### src/sensor_hub_bus_slave_core_defines.svh
// Assertion macros for the sensor hub bus slave
`ifndef SENSOR_HUB_BUS_SLAVE_CORE_DEFINES_SVH
`define SENSOR_HUB_BUS_SLAVE_CORE_DEFINES_SVH

`ifndef NO_ASSERTIONS
// Same-cycle implication, disabled during reset
`define SHBS_ASSERT_IMPL(label, clk, rst_n, ante, cons) \
  label: assert property (@(posedge clk) disable iff (!rst_n) (ante) |-> (cons)) \
    else $error("sensor hub bus slave: implication check failed");
// Next-cycle implication, disabled during reset
`define SHBS_ASSERT_NEXT(label, clk, rst_n, ante, cons) \
  label: assert property (@(posedge clk) disable iff (!rst_n) (ante) |=> (cons)) \
    else $error("sensor hub bus slave: next-cycle check failed");
`else
`define SHBS_ASSERT_IMPL(label, clk, rst_n, ante, cons)
`define SHBS_ASSERT_NEXT(label, clk, rst_n, ante, cons)
`endif

`endif

### src/shbs_pkg.sv
package shbs_pkg;

  // Event kinds carried in the input tuser
  typedef enum logic [2:0] {
    FUNC_CONV  = 3'd0,
    FUNC_MODE  = 3'd1,
    FUNC_START = 3'd2,
    FUNC_ODO   = 3'd3,
    FUNC_SNAP  = 3'd4,
    FUNC_BUS   = 3'd5
  } func_t;

  // Converter channels that are kept
  localparam logic [2:0] CH_LEFT  = 3'd0;
  localparam logic [2:0] CH_RIGHT = 3'd1;
  localparam logic [2:0] CH_GYRO  = 3'd2;
  localparam logic [2:0] CH_FRONT = 3'd3;

  // Two-wire status codes (after masking the low three bits)
  localparam logic [7:0] STATUS_MASK     = 8'hF8;
  localparam logic [7:0] ST_READ_REQ     = 8'hA8;
  localparam logic [7:0] ST_DATA_TX_ACK  = 8'hB8;
  localparam logic [7:0] ST_DATA_TX_NACK = 8'hC0;
  localparam logic [7:0] ST_LAST_TX_ACK  = 8'hC8;
  localparam logic [7:0] ST_ADDR_WRITE   = 8'h60;
  localparam logic [7:0] ST_DATA_RX      = 8'h80;
  localparam logic [7:0] ST_STOP_RX      = 8'hA0;

  // Byte selector codes
  localparam logic [7:0] SEL_AUTO      = 8'd0;
  localparam logic [7:0] SEL_FRONT     = 8'd1;
  localparam logic [7:0] SEL_LEFT      = 8'd2;
  localparam logic [7:0] SEL_RIGHT     = 8'd3;
  localparam logic [7:0] SEL_SNAP_HI   = 8'd4;
  localparam logic [7:0] SEL_SNAP_LO   = 8'd5;
  localparam logic [7:0] SEL_GYRO      = 8'd6;
  localparam logic [7:0] SEL_START     = 8'd7;
  localparam logic [7:0] SEL_RESET     = 8'hFF;
  localparam logic [7:0] UNKNOWN_BYTE  = 8'hFF;

  localparam int unsigned IN_DATA_W  = 32;
  localparam int unsigned IN_USER_W  = 3;
  localparam int unsigned OUT_DATA_W = 16;

  // One input event
  typedef struct packed {
    logic [2:0] func;
    logic [2:0] channel;
    logic [7:0] sample;
    logic       pulse_still_high;
    logic [7:0] bus_status;
    logic [7:0] bus_byte;
  } shbs_item_t;

  // One result item
  typedef struct packed {
    logic       stop_request;
    logic       ack_enable;
    logic       release_bus;
    logic       tx_loaded;
    logic [7:0] tx_byte;
  } shbs_res_t;

  // Occupancy of the result buffer
  typedef struct packed {
    logic out_valid;
    logic skid_valid;
  } shbs_buf_stat_t;

endpackage

### src/shbs_core.sv
module shbs_core
  import shbs_pkg::*;
(
  input  logic       clk,
  input  logic       rst_n,
  input  logic       accept,
  input  shbs_item_t item,
  output shbs_res_t  res
);

  logic [7:0]  left_range_r;
  logic [7:0]  right_range_r;
  logic [7:0]  front_range_r;
  logic [7:0]  gyro_level_r;
  logic        auto_mode_r;
  logic        start_flag_r;
  logic [15:0] pulse_count_r;
  logic [15:0] count_snapshot_r;
  logic [7:0]  byte_selector_r;

  logic [7:0] status_m;
  logic [7:0] pick;
  func_t      func;

  assign status_m = item.bus_status & STATUS_MASK;
  assign func     = func_t'(item.func);

  // Select the byte the master reads
  always_comb begin
    case (byte_selector_r)
      SEL_AUTO:    pick = {7'd0, auto_mode_r};
      SEL_FRONT:   pick = front_range_r;
      SEL_LEFT:    pick = left_range_r;
      SEL_RIGHT:   pick = right_range_r;
      SEL_SNAP_HI: pick = count_snapshot_r[15:8];
      SEL_SNAP_LO: pick = count_snapshot_r[7:0];
      SEL_GYRO:    pick = gyro_level_r;
      SEL_START:   pick = {7'd0, start_flag_r};
      default:     pick = UNKNOWN_BYTE;
    endcase
  end

  // Build the result from the current state
  always_comb begin
    res = '0;
    if (func == FUNC_BUS) begin
      res.release_bus = 1'b1;
      case (status_m)
        ST_READ_REQ: begin
          res.tx_byte    = pick;
          res.tx_loaded  = 1'b1;
          res.ack_enable = 1'b1;
        end
        ST_DATA_TX_ACK, ST_LAST_TX_ACK: begin
          res.ack_enable = 1'b0;
        end
        ST_DATA_TX_NACK, ST_ADDR_WRITE, ST_STOP_RX, ST_DATA_RX: begin
          res.ack_enable = 1'b1;
        end
        default: begin
          res.ack_enable   = 1'b1;
          res.stop_request = 1'b1;
        end
      endcase
    end
  end

  // Update the hub state on each accepted request
  always_ff @(posedge clk) begin
    if (!rst_n) begin
      left_range_r     <= '0;
      right_range_r    <= '0;
      front_range_r    <= '0;
      gyro_level_r     <= '0;
      auto_mode_r      <= 1'b1;
      start_flag_r     <= 1'b1;
      pulse_count_r    <= '0;
      count_snapshot_r <= '0;
      byte_selector_r  <= SEL_RESET;
    end else if (accept) begin
      case (func)
        FUNC_CONV: begin
          case (item.channel)
            CH_LEFT:  left_range_r  <= item.sample;
            CH_RIGHT: right_range_r <= item.sample;
            CH_GYRO:  gyro_level_r  <= item.sample;
            CH_FRONT: front_range_r <= item.sample;
            default: ;
          endcase
        end
        FUNC_MODE:  auto_mode_r  <= ~auto_mode_r;
        FUNC_START: start_flag_r <= ~start_flag_r;
        FUNC_ODO: begin
          if (item.pulse_still_high) pulse_count_r <= pulse_count_r + 16'd1;
        end
        FUNC_SNAP: count_snapshot_r <= pulse_count_r;
        FUNC_BUS: begin
          if (status_m == ST_DATA_RX) byte_selector_r <= item.bus_byte;
        end
        default: ;
      endcase
    end
  end

endmodule

### src/shbs_skid.sv
module shbs_skid
  import shbs_pkg::*;
(
  input  logic           clk,
  input  logic           rst_n,
  input  logic           push,
  input  shbs_res_t      push_data,
  output logic           push_ready,
  output logic           out_valid,
  output shbs_res_t      out_data,
  input  logic           out_ready,
  output shbs_buf_stat_t stat
);

  logic      out_valid_r;
  logic      skid_valid_r;
  shbs_res_t out_data_r;
  shbs_res_t skid_data_r;

  assign push_ready      = ~skid_valid_r;
  assign out_valid       = out_valid_r;
  assign out_data        = out_data_r;
  assign stat.out_valid  = out_valid_r;
  assign stat.skid_valid = skid_valid_r;

  // Control: refill output from skid first, else from the new request
  always_ff @(posedge clk) begin
    if (!rst_n) begin
      out_valid_r  <= 1'b0;
      skid_valid_r <= 1'b0;
    end else if (!out_valid_r || out_ready) begin
      if (skid_valid_r) begin
        skid_valid_r <= 1'b0;
      end else begin
        out_valid_r <= push;
      end
    end else if (push) begin
      skid_valid_r <= 1'b1;
    end
  end

  // Payload: no reset needed
  always_ff @(posedge clk) begin
    if (!out_valid_r || out_ready) begin
      out_data_r <= skid_valid_r ? skid_data_r : push_data;
    end
    if (push && !skid_valid_r) begin
      skid_data_r <= push_data;
    end
  end

endmodule

### src/sensor_hub_bus_slave_core.sv
// Sensor hub behind a two-wire slave: one event in, one result out.
// A result is registered in the output register, or first in the skid register while out_tready stalls.
// Throughput: one request per cycle while the skid entry is empty; a two-entry output buffer keeps in_tready high
// while a single result waits.
// Reset: synchronous, active low; clears buffers, flags and counters to one/zero,
// selector to 0xFF.
`include "sensor_hub_bus_slave_core_defines.svh"

module sensor_hub_bus_slave_core
  import shbs_pkg::*;
(
  input  logic                  clk,
  input  logic                  rst_n,
  // in_tdata fields, low bit up: channel[2:0], sample[10:3], pulse_still_high[11],
  // bus_status[19:12], bus_byte[27:20], zero fill[31:28]
  input  logic [IN_DATA_W-1:0]  in_tdata,
  // in_tuser fields, low bit up: func[2:0]
  input  logic [IN_USER_W-1:0]  in_tuser,
  input  logic                  in_tvalid,
  output logic                  in_tready,
  // out_tdata fields, low bit up: tx_byte[7:0], tx_loaded[8], release_bus[9],
  // ack_enable[10], stop_request[11], zero fill[15:12]
  output logic [OUT_DATA_W-1:0] out_tdata,
  output logic                  out_tvalid,
  input  logic                  out_tready
);

  logic           accept;
  shbs_item_t     item;
  shbs_res_t      res;
  shbs_res_t      out_res;
  shbs_buf_stat_t stat;

  // Unpack the incoming request
  assign item.func             = in_tuser[2:0];
  assign item.channel          = in_tdata[2:0];
  assign item.sample           = in_tdata[10:3];
  assign item.pulse_still_high = in_tdata[11];
  assign item.bus_status       = in_tdata[19:12];
  assign item.bus_byte         = in_tdata[27:20];

  assign accept = in_tvalid & in_tready;

  shbs_core u_core (
    .clk    (clk),
    .rst_n  (rst_n),
    .accept (accept),
    .item   (item),
    .res    (res)
  );

  shbs_skid u_skid (
    .clk        (clk),
    .rst_n      (rst_n),
    .push       (accept),
    .push_data  (res),
    .push_ready (in_tready),
    .out_valid  (out_tvalid),
    .out_data   (out_res),
    .out_ready  (out_tready),
    .stat       (stat)
  );

  // Pack the result
  assign out_tdata = {4'd0, out_res.stop_request, out_res.ack_enable,
                      out_res.release_bus, out_res.tx_loaded, out_res.tx_byte};

  `SHBS_ASSERT_IMPL(a_skid_behind_out, clk, rst_n, stat.skid_valid, stat.out_valid)
  `SHBS_ASSERT_IMPL(a_stop_releases, clk, rst_n, out_tvalid && out_res.stop_request,
                    out_res.release_bus && out_res.ack_enable && !out_res.tx_loaded)
  `SHBS_ASSERT_NEXT(a_accept_fills, clk, rst_n, accept, out_tvalid)

endmodule

### config.mk
export PLATFORM = sky130hd
export DESIGN_NAME = sensor_hub_bus_slave_core
export DESIGN_NICKNAME = d
export VERILOG_FILES = /design/src/shbs_pkg.sv /design/src/shbs_core.sv /design/src/shbs_skid.sv /design/src/sensor_hub_bus_slave_core.sv
export VERILOG_INCLUDE_DIRS = /design/src /design/src/src
export SDC_FILE = /design/constraint.sdc
export NUM_CORES = 1
export LEC_CHECK = 0
export BUFFER_PORTS_ARGS = -buffer_cell sky130_fd_sc_hd__buf_2
export CAP_MARGIN = 15
export CORE_ASPECT_RATIO = 1.2
export CORE_UTILIZATION = 55
export CTS_BUF_LIST = sky130_fd_sc_hd__clkbuf_4
export CTS_CLUSTER_SIZE = 20
export DETAILED_ROUTE_END_ITERATION = 8
export GPL_ROUTABILITY_DRIVEN = 0
export PLACE_DENSITY = 0.77
export SLEW_MARGIN = 10
export SYNTH_ARGS = -nofsm -noshare
export SYNTH_HDL_FRONTEND = slang
export SYNTH_SLANG_ARGS = --single-unit
### constraint.sdc
create_clock -name clk -period 2.95 [get_ports clk]
set_clock_uncertainty 0.15 [all_clocks]
set_input_delay 0.59 -clock clk [delete_from_list [all_inputs] [get_ports clk]]
set_output_delay 0.59 -clock clk [all_outputs]
set_load 0.05 [all_outputs]
==> reports/results.txt <==
Hold path startpoint - in_tdata[21]
Crit path kind - register to register
Post_cts resized - 0
Width of the die - 84.4 um
Clk Latency, worst-skew pair - 0.44 ns
CTS tree - done
Vias in the first global route - 3,258
Crit path DAT - 2.52 ns
Crit path max fanout - 16
Pwr/cell area - 477 nW/um^2
Unique masters post-synth - 48
Post-synthesis sequential area ratio - 50.1%
Synth Warn # - 0
Worst slew margin - 52.5%
Final setup viols - 0
Tmin final - 2.48 ns
Core area - 7790 sq um
Worst-margin pin slew - 0.695 ns
Layout Nets - 543
# DRC - 4
Power Total - 0.00236 W
Synth Instances - 461
Vias - 3,448
Starting Density - 57.4%
Final hold violations - 0
Syn-to-layout area delta - 10.6%
First-pass GRT wire length - 14,700 um
Max-cap violations - 0
Startpoint types - register
Num CTS Buffers - 9
Die area - 8510 sq um
Critical R2R Launch - u_core.byte_selector_r[0]$_SDFFE_PN1P_
Setup Slack @ Placement - 0.527 ns
Mapped Area - 4480 sq um
HP Class - primary input to register
Setup_tns - 0 ns
Drt total wl - 8960 um
Register bit count reported by yosys - 100
I/O Buffers - 45
H-tree depth - 3
Drt first pass iters - 6
Required time of the critical path - 2.98 ns
Cells after DPL - 584
Share of cells above drive strength 1 - 18.1%
Final setup margin - 0.466 ns
Diodes inserted - 0
HPWL after DPL - 6400 um
Most common flop cell mapped by yosys - dfxtp_1
Clock transition at path regs - 0.14 ns
Fillers - 662
Async S/R FF share, synth - 0%
CTS sink count - 100
R2r setup slk - 0.47 ns
Post-synth EDFFs - 24
Crit. End Element - register
Hold Buf Count CTS - 0
Largest net degree at the start of global routing - 54
Routed Antenna Nets - 0
Status - finished with violations
Failing checks - design-rule violations
Post-CTS setup buffers - 0
Vias per std cell - 5.75
Final cell count without fillers - 600
Max Freq - 0.403 GHz
GRT Resource Usage Total - 22.1%
Max IR drop VDD - 207 uV
Initial antenna violation count - 0
GR Overflow Total - 0
Slew Viols, Final - 0
CP Launch Point - u_core.byte_selector_r[0]$_SDFFE_PN1P_
Die H - 101 um
Leakage - 2.09 nW
Syn Area/Cell - 9.71 sq um
Final Cycle Share - 84.2%
Rows - 35
Wire length per cell - 14.9 um
Maximum clock insertion buffer count - 2
DRT iter0 DRCs - 211
Commonest non-fill, non-tap cell in the layout - dfxtp_1
Most frequent cells in the layout - dfxtp_1, nor2_1, nand2_1, buf_2, mux2i_1
Ports - 57
Setup repair after global routing missed its margin - false
Root Buffer - clkbuf_4
-- cell usage after synthesis, types with 3 or more instances --
master | instances | area [sq um]
nand2_1 | 50 | 188
o21ai_0 | 27 | 135
nor4_1 | 3 | 18.8
buf_2 | 6 | 30.0
or4_1 | 5 | 37.5
nand3_1 | 21 | 105
nand4b_1 | 4 | 35.0
a2111oi_0 | 6 | 52.6
or4bb_1 | 6 | 67.6
and4_1 | 3 | 26.3
o31ai_1 | 7 | 52.6
buf_1 | 3 | 11.3
mux2i_1 | 43 | 430
nand4_1 | 6 | 37.5
a21oi_1 | 15 | 75.1
dfxtp_1 | 76 | 1520
xor2_1 | 6 | 52.6
a31o_2 | 9 | 78.8
edfxtp_1 | 24 | 721
or3_1 | 5 | 31.3
clkbuf_1 | 20 | 75.1
inv_1 | 9 | 33.8
nor2_1 | 53 | 199
buf_4 | 5 | 37.5
a22o_1 | 7 | 61.3
nand3b_1 | 10 | 75.1
and3_1 | 3 | 18.8
nor2b_1 | 4 | 25.0
-- flip-flops by register name, indices dropped and copies added (netlist names) --
name                     cells
u_core.left_range_r          8
u_core.pulse_count_r        16
u_core.byte_selector_r       8
u_core.start_flag_r          1
u_core.gyro_level_r          8
u_skid.out_valid             1
u_skid.skid_valid_r          1
u_core.count_snapshot_r     16
u_core.front_range_r         8
u_skid.out_data             12
u_core.right_range_r         8
u_core.auto_mode_r           1
u_skid.skid_data_r          12
-- final cells by class --
class / instances / area, sq um / area share (%)
clock buffer: 10 / 75.1 / 1.52
clock inverter: 6 / 78.8 / 1.59
inverter: 9 / 33.8 / 0.682
multi-input combinational: 320 / 2050 / 41.3
sequential: 100 / 2240 / 45.3
tap: 92 / 115 / 2.32
timing repair buffer: 63 / 360 / 7.27
-- through the flow --
stage | hold WS, ns | utilization [%] | instance area, sq um
floorplan | 0.280 | - | 4490
global placement | 0.289 | 61.6 | 4800
detailed placement | 0.302 | 61.6 | 4800
CTS | 0.200 | 63.5 | 4950
global route | 0.194 | 63.5 | 4950
finish | 0.212 | 63.5 | 4950
-- routing by layer --
layer,global-route usage [%],share of wire [%],vias up
met3,3.85,3.6,15
met4,8.87,1.8,0
met5,0,0,-
met1,27.0,45,1631
li1,-,-,1736
met2,38.8,50,66
-- path summary, 6_finish.rpt --
check / to / cells after the start
worst max-delay path: u_skid.out_data[6]$_DFFE_PN_ / 6
worst min register to register: u_core.left_range_r[7]$_SDFFE_PN0P_ / 2
worst min-delay path: u_core.byte_selector_r[1]$_SDFFE_PN1P_ / 3
worst max register to register: u_skid.out_data[6]$_DFFE_PN_ / 6
-- critical path, cell delays in order, from the launching register on --
cell and delay [ns]:
dfxtp_1 0.62, buf_4 0.31, mux2i_1 0.21, nor2_1 0.08
a2111oi_0 0.57, buf_4 0.21, o21ai_0 0.07
-- power by group --
| group | total [W] | switching [W] | internal [W] | leakage [nW] |
|---|---|---|---|---|
| clock network | 0.000766 | 0.000420 | 0.000346 | 0.0818 |
| registers | 0.00143 | 0.00000879 | 0.00142 | 0.875 |
| logic | 0.000162 | 0.000117 | 0.0000450 | 1.13 |
-- kinds of logic after synthesis --
logic type | synth area share [%]
muxes | 9.86
xor gates and xnor gates | 1.56
other | 0.0837
AOI/OAI and AO/OA | 11.3
DFF | 50.1
and+or+nand+nor | 22.4
adders and majority gates | 0.279
buffers and inverters | 4.44
(Power assumes the default switching activity.)
